`config.mk`:
```
export PLATFORM = sky130hd
export DESIGN_NAME = byte_stream_packer_flat
export DESIGN_NICKNAME = d
export VERILOG_FILES = /design/src/sv/bsp_pkg.sv /design/src/sv/bsp_if.sv /design/src/sv/bsp_merge.sv /design/src/sv/bsp_out_stage.sv /design/src/sv/byte_stream_packer.sv /design/src/flat_wrapper.sv
export SDC_FILE = /design/constraint.sdc
export NUM_CORES = 1
export LEC_CHECK = 0
export ABC_AREA = 0
export BUFFER_PORTS_ARGS = -buffer_cell sky130_fd_sc_hd__buf_2
export CORE_ASPECT_RATIO = 0.6
export CORE_MARGIN = 1
export CORE_UTILIZATION = 50
export CTS_CLUSTER_DIAMETER = 200
export DETAILED_ROUTE_END_ITERATION = 10
export PLACE_DENSITY = 0.75
export SYNTH_ARGS = -nofsm -noshare
export SYNTH_HDL_FRONTEND = slang
export SYNTH_HIERARCHICAL = 1
export SYNTH_SLANG_ARGS = --single-unit
```
`constraint.sdc`:
```
create_clock -name clock -period 9.21 [get_ports clock]
set_input_delay 1.3815 -clock clock [delete_from_list [all_inputs] [get_ports clock]]
set_output_delay 1.3815 -clock clock [all_outputs]
set_load 0.05 [all_outputs]
```
`src/sv/bsp_pkg.sv`:
```
// Package for the byte stream packer: word geometry constants and the
// beat, result and control structs shared by all packer files.
// Depends on nothing.
`default_nettype none

package bsp_pkg;

   // Word geometry
   localparam int WORD_BYTES = 8;
   localparam int BYTE_W     = 8;
   localparam int DATA_W     = 64;
   localparam int CNT_W      = 4;
   localparam int HOLD_W     = $clog2(WORD_BYTES);
   localparam int SAT_W      = $clog2(WORD_BYTES + 1);
   localparam int TOTAL_W    = $clog2(2 * WORD_BYTES);

   typedef logic [BYTE_W-1:0] byte_type;

   // One input beat
   typedef struct packed {
      logic [DATA_W-1:0] in_word;
      logic [CNT_W-1:0]  in_count;
      logic              in_end;
   } beat_type;

   // One result beat
   typedef struct packed {
      logic [DATA_W-1:0] out_word;
      logic [CNT_W-1:0]  out_count;
      logic              out_end;
      logic              run_last;
   } result_type;

   // Results produced by the merge in the current cycle
   typedef struct packed {
      logic first;
      logic second;
   } push_type;

   // Output stage status seen by the top level
   typedef struct packed {
      logic room;
      logic spill_valid;
   } out_status_type;

endpackage

`default_nettype wire

```
`src/sv/bsp_if.sv`:
```
// Valid/ready channel interfaces for the byte stream packer input and result beats.
// Depends on bsp_pkg.
`default_nettype none

interface bsp_req_if;
   logic                        valid;
   logic                        ready;
   logic [bsp_pkg::DATA_W-1:0]  in_word;
   logic [bsp_pkg::CNT_W-1:0]   in_count;
   logic                        in_end;

   modport source (output valid, output in_word, output in_count, output in_end,
                   input ready);
   modport sink   (input valid, input in_word, input in_count, input in_end,
                   output ready);
endinterface

interface bsp_rsp_if;
   logic                        valid;
   logic                        ready;
   logic [bsp_pkg::DATA_W-1:0]  out_word;
   logic [bsp_pkg::CNT_W-1:0]   out_count;
   logic                        out_end;
   logic                        run_last;

   modport source (output valid, output out_word, output out_count, output out_end,
                   output run_last, input ready);
   modport sink   (input valid, input out_word, input out_count, input out_end,
                   input run_last, output ready);
endinterface

`default_nettype wire

```
`src/sv/bsp_merge.sv`:
```
// Merge stage: holding word plus byte alignment of each beat into full and
// remainder words. Depends on bsp_pkg.
`default_nettype none

module bsp_merge (
   input  wire logic              clock,
   input  wire logic              reset,
   input  wire logic              fire,
   input  wire bsp_pkg::beat_type beat,
   output bsp_pkg::result_type    res0,
   output bsp_pkg::result_type    res1,
   output bsp_pkg::push_type      push
);

   bsp_pkg::byte_type                 hold_ff     [bsp_pkg::WORD_BYTES];
   bsp_pkg::byte_type                 hold_in     [bsp_pkg::WORD_BYTES];
   logic [bsp_pkg::HOLD_W-1:0]        hold_count_ff;
   logic [bsp_pkg::HOLD_W-1:0]        hold_count_in;

   bsp_pkg::byte_type                 in_bytes    [bsp_pkg::WORD_BYTES];
   bsp_pkg::byte_type                 merged      [2 * bsp_pkg::WORD_BYTES];
   logic [bsp_pkg::SAT_W-1:0]         cnt_sat;
   logic [bsp_pkg::TOTAL_W-1:0]       total;
   logic [bsp_pkg::TOTAL_W-1:0]       rem;
   logic                              full;
   logic [bsp_pkg::DATA_W-1:0]        lo_word;
   logic [bsp_pkg::DATA_W-1:0]        hi_word;

   // Saturate the count and split the input into bytes
   always_comb begin
      for (int i = 0; i < bsp_pkg::WORD_BYTES; i++) begin
         in_bytes[i] = beat.in_word[bsp_pkg::BYTE_W*i +: bsp_pkg::BYTE_W];
      end
      if (beat.in_count > bsp_pkg::CNT_W'(bsp_pkg::WORD_BYTES)) begin
         cnt_sat = bsp_pkg::SAT_W'(bsp_pkg::WORD_BYTES);
      end else begin
         cnt_sat = bsp_pkg::SAT_W'(beat.in_count);
      end
      total = bsp_pkg::TOTAL_W'(hold_count_ff) + bsp_pkg::TOTAL_W'(cnt_sat);
   end

   // Append the valid input bytes behind the held bytes
   always_comb begin
      logic [bsp_pkg::TOTAL_W-1:0] jj;
      logic [bsp_pkg::TOTAL_W-1:0] k;
      for (int j = 0; j < 2 * bsp_pkg::WORD_BYTES; j++) begin
         jj = bsp_pkg::TOTAL_W'(j);
         k  = jj - bsp_pkg::TOTAL_W'(hold_count_ff);
         if (jj < bsp_pkg::TOTAL_W'(hold_count_ff)) begin
            merged[j] = hold_ff[jj[bsp_pkg::HOLD_W-1:0]];
         end else if (k < bsp_pkg::TOTAL_W'(cnt_sat)) begin
            merged[j] = in_bytes[k[bsp_pkg::HOLD_W-1:0]];
         end else begin
            merged[j] = '0;
         end
      end
   end

   // Pack the lower and upper halves; bytes past the word stay zero
   always_comb begin
      lo_word = '0;
      hi_word = '0;
      for (int i = 0; i < bsp_pkg::WORD_BYTES; i++) begin
         lo_word[bsp_pkg::BYTE_W*i +: bsp_pkg::BYTE_W] = merged[i];
         hi_word[bsp_pkg::BYTE_W*i +: bsp_pkg::BYTE_W] = merged[bsp_pkg::WORD_BYTES + i];
      end
   end

   // Build the results and the next holding word
   always_comb begin
      full = total >= bsp_pkg::TOTAL_W'(bsp_pkg::WORD_BYTES);
      rem  = total - bsp_pkg::TOTAL_W'(bsp_pkg::WORD_BYTES);

      res0 = '0;
      res1 = '0;
      push = '0;

      res1.out_word  = hi_word;
      res1.out_count = bsp_pkg::CNT_W'(rem);
      res1.out_end   = 1'b1;
      res1.run_last  = 1'b1;

      if (full) begin
         res0.out_word  = lo_word;
         res0.out_count = bsp_pkg::CNT_W'(bsp_pkg::WORD_BYTES);
         push.first     = fire;
         if (beat.in_end && rem != '0) begin
            res0.out_end  = 1'b0;
            res0.run_last = 1'b0;
            push.second   = fire;
         end else begin
            res0.out_end  = beat.in_end;
            res0.run_last = 1'b1;
         end
      end else begin
         res0.out_word  = lo_word;
         res0.out_count = bsp_pkg::CNT_W'(total);
         res0.out_end   = 1'b1;
         res0.run_last  = 1'b1;
         push.first     = fire & beat.in_end;
      end

      for (int i = 0; i < bsp_pkg::WORD_BYTES; i++) begin
         if (beat.in_end) begin
            hold_in[i] = '0;
         end else if (full) begin
            hold_in[i] = merged[bsp_pkg::WORD_BYTES + i];
         end else begin
            hold_in[i] = merged[i];
         end
      end
      if (beat.in_end) begin
         hold_count_in = '0;
      end else if (full) begin
         hold_count_in = bsp_pkg::HOLD_W'(rem);
      end else begin
         hold_count_in = bsp_pkg::HOLD_W'(total);
      end
   end

   // Advance the holding count
   always_ff @(posedge clock) begin
      if (reset) begin
         hold_count_ff <= '0;
      end else if (fire) begin
         hold_count_ff <= hold_count_in;
      end
   end

   // Hold bytes; only bytes below the count are ever read
   always_ff @(posedge clock) begin
      if (fire) begin
         hold_ff <= hold_in;
      end
   end

endmodule

`default_nettype wire

```
`src/sv/bsp_out_stage.sv`:
```
// Result register with one spill slot for the second word of a packet end.
// Depends on bsp_pkg.
`default_nettype none

module bsp_out_stage (
   input  wire logic                 clock,
   input  wire logic                 reset,
   input  wire bsp_pkg::push_type    push,
   input  wire bsp_pkg::result_type  res0,
   input  wire bsp_pkg::result_type  res1,
   input  wire logic                 rsp_ready,
   output logic                      rsp_valid,
   output bsp_pkg::result_type       rsp_data,
   output bsp_pkg::out_status_type   status
);

   logic                 out_valid_ff;
   logic                 out_valid_in;
   bsp_pkg::result_type  out_ff;
   bsp_pkg::result_type  out_in;
   logic                 spill_valid_ff;
   logic                 spill_valid_in;
   bsp_pkg::result_type  spill_ff;
   logic                 take;
   logic                 out_free;
   logic                 load_out;

   assign take     = out_valid_ff & rsp_ready;
   assign out_free = ~out_valid_ff | take;

   // Move the spill forward first, then new results, else drain
   always_comb begin
      out_valid_in   = out_valid_ff;
      spill_valid_in = spill_valid_ff;
      out_in         = out_ff;
      load_out       = 1'b0;
      priority if (spill_valid_ff && out_free) begin
         out_in         = spill_ff;
         out_valid_in   = 1'b1;
         spill_valid_in = 1'b0;
         load_out       = 1'b1;
      end else if (push.first) begin
         out_in         = res0;
         out_valid_in   = 1'b1;
         spill_valid_in = push.second;
         load_out       = 1'b1;
      end else if (take) begin
         out_valid_in   = 1'b0;
      end
   end

   always_ff @(posedge clock) begin
      if (reset) begin
         out_valid_ff   <= 1'b0;
         spill_valid_ff <= 1'b0;
      end else begin
         out_valid_ff   <= out_valid_in;
         spill_valid_ff <= spill_valid_in;
      end
   end

   // Payload registers
   always_ff @(posedge clock) begin
      if (load_out) begin
         out_ff <= out_in;
      end
      if (push.second) begin
         spill_ff <= res1;
      end
   end

   assign rsp_valid          = out_valid_ff;
   assign rsp_data           = out_ff;
   assign status.room        = ~spill_valid_ff & out_free;
   assign status.spill_valid = spill_valid_ff;

endmodule

`default_nettype wire

```
`src/sv/byte_stream_packer.sv`:
```
// Byte stream packer: appends the valid leading bytes of each input beat to
// a holding word and sends out full 8-byte words, plus the partial remainder
// at end of packet with its count, zero bytes past the count. A beat can be
// taken every cycle while the output side has room; its results go through
// the input register, then the result register. A beat that overfills the
// word at a packet end gives two words and the single spill slot behind the
// result register then holds the next beat back while full. No clearing pass
// after reset. Depends on bsp_pkg, bsp_if, bsp_merge and bsp_out_stage.
`default_nettype none

module byte_stream_packer (
   input  wire logic  clock,
   input  wire logic  reset,
   bsp_req_if.sink    req_ch,
   bsp_rsp_if.source  rsp_ch
);

   logic                          in_valid_ff;
   logic                          in_valid_in;
   bsp_pkg::beat_type             beat_ff;
   logic                          fire;
   logic                          req_take;
   bsp_pkg::push_type             push;
   bsp_pkg::result_type           res0;
   bsp_pkg::result_type           res1;
   bsp_pkg::result_type           rsp_data;
   bsp_pkg::out_status_type       status;

   // Process the registered beat when the output side has room
   assign fire         = in_valid_ff & status.room;
   assign req_ch.ready = ~in_valid_ff | fire;
   assign req_take     = req_ch.valid & req_ch.ready;
   assign in_valid_in  = req_take | (in_valid_ff & ~fire);

   always_ff @(posedge clock) begin
      if (reset) begin
         in_valid_ff <= 1'b0;
      end else begin
         in_valid_ff <= in_valid_in;
      end
   end

   // Capture the input beat
   always_ff @(posedge clock) begin
      if (req_take) begin
         beat_ff.in_word  <= req_ch.in_word;
         beat_ff.in_count <= req_ch.in_count;
         beat_ff.in_end   <= req_ch.in_end;
      end
   end

   bsp_merge u_merge (
      .clock (clock),
      .reset (reset),
      .fire  (fire),
      .beat  (beat_ff),
      .res0  (res0),
      .res1  (res1),
      .push  (push)
   );

   bsp_out_stage u_out (
      .clock     (clock),
      .reset     (reset),
      .push      (push),
      .res0      (res0),
      .res1      (res1),
      .rsp_ready (rsp_ch.ready),
      .rsp_valid (rsp_ch.valid),
      .rsp_data  (rsp_data),
      .status    (status)
   );

   assign rsp_ch.out_word  = rsp_data.out_word;
   assign rsp_ch.out_count = rsp_data.out_count;
   assign rsp_ch.out_end   = rsp_data.out_end;
   assign rsp_ch.run_last  = rsp_data.run_last;

`ifndef ASSERT_OFF
   // A spilled word always sits behind a shown word
   a_spill_behind_out: assert property (@(posedge clock) disable iff (reset)
      status.spill_valid |-> rsp_ch.valid)
      else $error("spill slot valid with empty result register");

   // A two-word beat leaves its second word in the spill slot
   a_two_word_spill: assert property (@(posedge clock) disable iff (reset)
      (push.first && push.second) |=> status.spill_valid)
      else $error("second word of a beat was not held");

   // A shown word that is not the beat's last has its follower waiting
   a_follower_waits: assert property (@(posedge clock) disable iff (reset)
      (rsp_ch.valid && !rsp_ch.run_last) |-> status.spill_valid)
      else $error("first word shown without its follower");

   // The second word never comes without the first
   a_second_needs_first: assert property (@(posedge clock) disable iff (reset)
      push.second |-> (push.first && fire))
      else $error("second word pushed alone");
`endif

endmodule

`default_nettype wire

```
`src/flat_wrapper.sv`:
```
// flat-port wrapper written by rule: the top's interface ports become plain ports
module byte_stream_packer_flat 
  (clock, reset, req_ch_valid, req_ch_in_word, req_ch_in_count, req_ch_in_end, req_ch_ready, rsp_ch_valid, rsp_ch_out_word, rsp_ch_out_count, rsp_ch_out_end, rsp_ch_run_last, rsp_ch_ready);
  bsp_req_if req_ch_i ();
  bsp_rsp_if rsp_ch_i ();
  input  wire logic clock;
  input  wire logic reset;
  input wire logic [$bits(req_ch_i.valid)-1:0] req_ch_valid;
  input wire logic [$bits(req_ch_i.in_word)-1:0] req_ch_in_word;
  input wire logic [$bits(req_ch_i.in_count)-1:0] req_ch_in_count;
  input wire logic [$bits(req_ch_i.in_end)-1:0] req_ch_in_end;
  output wire logic [$bits(req_ch_i.ready)-1:0] req_ch_ready;
  output wire logic [$bits(rsp_ch_i.valid)-1:0] rsp_ch_valid;
  output wire logic [$bits(rsp_ch_i.out_word)-1:0] rsp_ch_out_word;
  output wire logic [$bits(rsp_ch_i.out_count)-1:0] rsp_ch_out_count;
  output wire logic [$bits(rsp_ch_i.out_end)-1:0] rsp_ch_out_end;
  output wire logic [$bits(rsp_ch_i.run_last)-1:0] rsp_ch_run_last;
  input wire logic [$bits(rsp_ch_i.ready)-1:0] rsp_ch_ready;
  assign req_ch_i.valid = req_ch_valid;
  assign req_ch_i.in_word = req_ch_in_word;
  assign req_ch_i.in_count = req_ch_in_count;
  assign req_ch_i.in_end = req_ch_in_end;
  assign req_ch_ready = req_ch_i.ready;
  assign rsp_ch_valid = rsp_ch_i.valid;
  assign rsp_ch_out_word = rsp_ch_i.out_word;
  assign rsp_ch_out_count = rsp_ch_i.out_count;
  assign rsp_ch_out_end = rsp_ch_i.out_end;
  assign rsp_ch_run_last = rsp_ch_i.run_last;
  assign rsp_ch_i.ready = rsp_ch_ready;
  byte_stream_packer u_core (.clock(clock), .reset(reset), .req_ch(req_ch_i), .rsp_ch(rsp_ch_i));
endmodule
```
==> summary.md <==
| Metric | Value |
|---|---|
| DRT Wirelength | 35800 um |
| Die area | 30600 um^2 |
| Cells after Synth | 991 |
| Initial Util | 0.514 |
| Metal2 WL | 14600 um |
| Initial DRC count | 1003 |
| Setup TNS | 0 ns |
| Switching Share | 0.271 |
| Clk sinks | 271 |
| Cts hold-fix bufs | 0 |
| MaxCap Viol Count | 0 |
| Hold crit path type | register to register |
| Initial antenna violation count | 0 |
| Clock Power Share | 0.336 |
| Hpwl dp | 24600 um |
| Outcome | finished, final reports clean |
| Tightest Pin Transition | 1.19 ns |
| Final period util | 0.499 |
| Post-cts sizing count | 0 |
| Sw Pwr | 0.000810 W |
| Final instance area | 16500 um^2 |
| Syn-to-layout area delta | 10.3% |
| Layout fillers | 2351 |
| First-pass GRT wire length | 54100 um |
| Slew Limit Fails | 0 |
| Placed Area | 15700 um^2 |
| Clk root buf | clkbuf_16 |
| I/O pins | 145 |
| Worst-Skew Late Latency | 0.55 ns |
| Unrepaired setup endpoints after global routing | no |
| WS Path Type | register to register |
| Die width | 225 um |
| Startpoint types | register |
| # port buffers | 144 |
| R2r setup slk | 4.62 ns |
| Antenna viol nets, final | 0 |
| Worst-path fanout max | 55 |
| CP required | 9.47 ns |
| Ant diodes | 0 |
| Met1 wire length | 16300 um |
| Die Y | 136 um |
| Multi-input logic area | 6190 um^2 |
| Nets | 1234 |
| Final min period | 4.59 ns |
| Clock Tree Buf Depth | 3 |
| Share of cells above drive strength 1 | 0.341 |
| Slew Limit Headroom | 0.206 |
| Pwr dens | 181 nW/um^2 |
| DRC violations left | 0 |
| Clock Skews | 0.0207 ns |
| Pin count of the biggest net entering global routing | 72 |
| Clk pin slew, worst setup/hold paths | 0.07 ns |
| Peak VDD IR | 0.171 mV |
| Final Wtd Congestion | 0.911 |
| Routed vias/inst | 6.03 |
| H-Tree Depth | 1 |
| Commonest non-fill, non-tap cell in the layout | edfxtp_1 |
| Post-CTS Repair Setup Buffers | 0 |
| Commonest non-fill, non-tap cells in the layout | edfxtp_1, buf_2, mux2i_1, nor2_1, mux2_2 |
| Setup Viol. Count Final | 0 |
| Internal | 0.00217 W |
| Final hold vios | 0 |
| Proportion of power drawn by flip-flops and latches | 0.494 |
| Comb pwr share | 0.170 |
| Core area | 29100 um^2 |
| Vias | 9232 |
| Fmax | 218 MHz |
| Met3 WL post-DR | 4050 um |
| Syn Std Cell Area | 14900 um^2 |
| Number of global-route vias before repair | 8767 |
| # rows | 48 |
| Initial DRT Pass Iterations | 5 |
| Gr ovfl total | 0 |
| GRT Total Usage | 0.236 |
| Sequential Area | 8080 um^2 |
| P_leak | 5.77 nW |
| Mean Syn Cell Area | 15.1 um^2 |
| Total CTS buffers | 25 |
| Drt wl/cell | 23.3 um |
| Ys Warns | 6 |
| CP endpoint kind | register |
| CTS tree | yes |
| Highest routed layer | met4 |
| CP arrival | 4.86 ns |
-- per-stage QoR --
step                hold slack [ns]  cells   util  total power, W  worst slack, ns
finish                        0.508   1532  0.567         0.00298             4.62
detailed placement            0.497   1490  0.541         0.00200             4.65
global route                  0.530   1532  0.567         0.00309             4.34
CTS                           0.508   1532  0.567         0.00300             4.63
floorplan                     0.525    992      -         0.00186             3.07
global placement              0.495   1490  0.541         0.00199             4.80
-- sequential cells by signal (all words and copies together), names as in the netlist --
name                          cells
u_core/u_out/spill_valid_ff       1
u_core/u_merge/hold_count_ff      3
u_core/beat_ff                   69
u_core/u_out/rsp_data            70
u_core/u_merge/hold_ff           56
u_core/u_out/rsp_valid            1
u_core/u_out/spill_ff            70
u_core/in_valid_ff                1
-- worst max-delay path: stages, from the launching register on --
cell and delay (ns):
dfxtp_2 0.31, buf_4 0.65, inv_1 0.35, ha_4 0.26
ha_1 0.71, inv_2 0.31, ha_1 0.35, o21ai_0 0.17
o21ai_1 0.61, mux2_2 0.44, o32ai_2 0.10
-- power groups by stage --
stage / combinational, W / clock [W] / sequential, W
global route: 0.000541 / 0.00107 / 0.00148
floorplan: 0.000296 / 0 / 0.00156
global placement: 0.000491 / 0 / 0.00150
detailed placement: 0.000498 / 0 / 0.00150
CTS: 0.000502 / 0.00102 / 0.00147
finish: 0.000508 / 0.00100 / 0.00147
-- worst paths after layout --
path	end	start	depth (start not counted)
min	u_core/in_valid_ff$_SDFF_PP0_	u_core/in_valid_ff$_SDFF_PP0_	2
min reg2reg	u_core/in_valid_ff$_SDFF_PP0_	u_core/in_valid_ff$_SDFF_PP0_	2
max	u_core/u_merge/hold_ff[26]$_SDFFCE_PP0P_	u_core/u_merge/hold_count_ff[1]$_SDFFE_PP0P_	10
max reg2reg	u_core/u_merge/hold_ff[26]$_SDFFCE_PP0P_	u_core/u_merge/hold_count_ff[1]$_SDFFE_PP0P_	10
-- metal layers --
layer,up-vias,track usage
met5,-,0
met4,0,0.0525
met3,51,0.0793
met2,462,0.318
met1,4581,0.363
li1,4138,-
-- cell type report --
class	count	area share
sequential	271	0.490
multi-input combinational	623	0.375
timing repair buffer	153	0.0478
clock buffer	30	0.0391
tap	400	0.0304
inverter	43	0.00979
clock inverter	12	0.00736
Power figures use the tool's default switching activity.
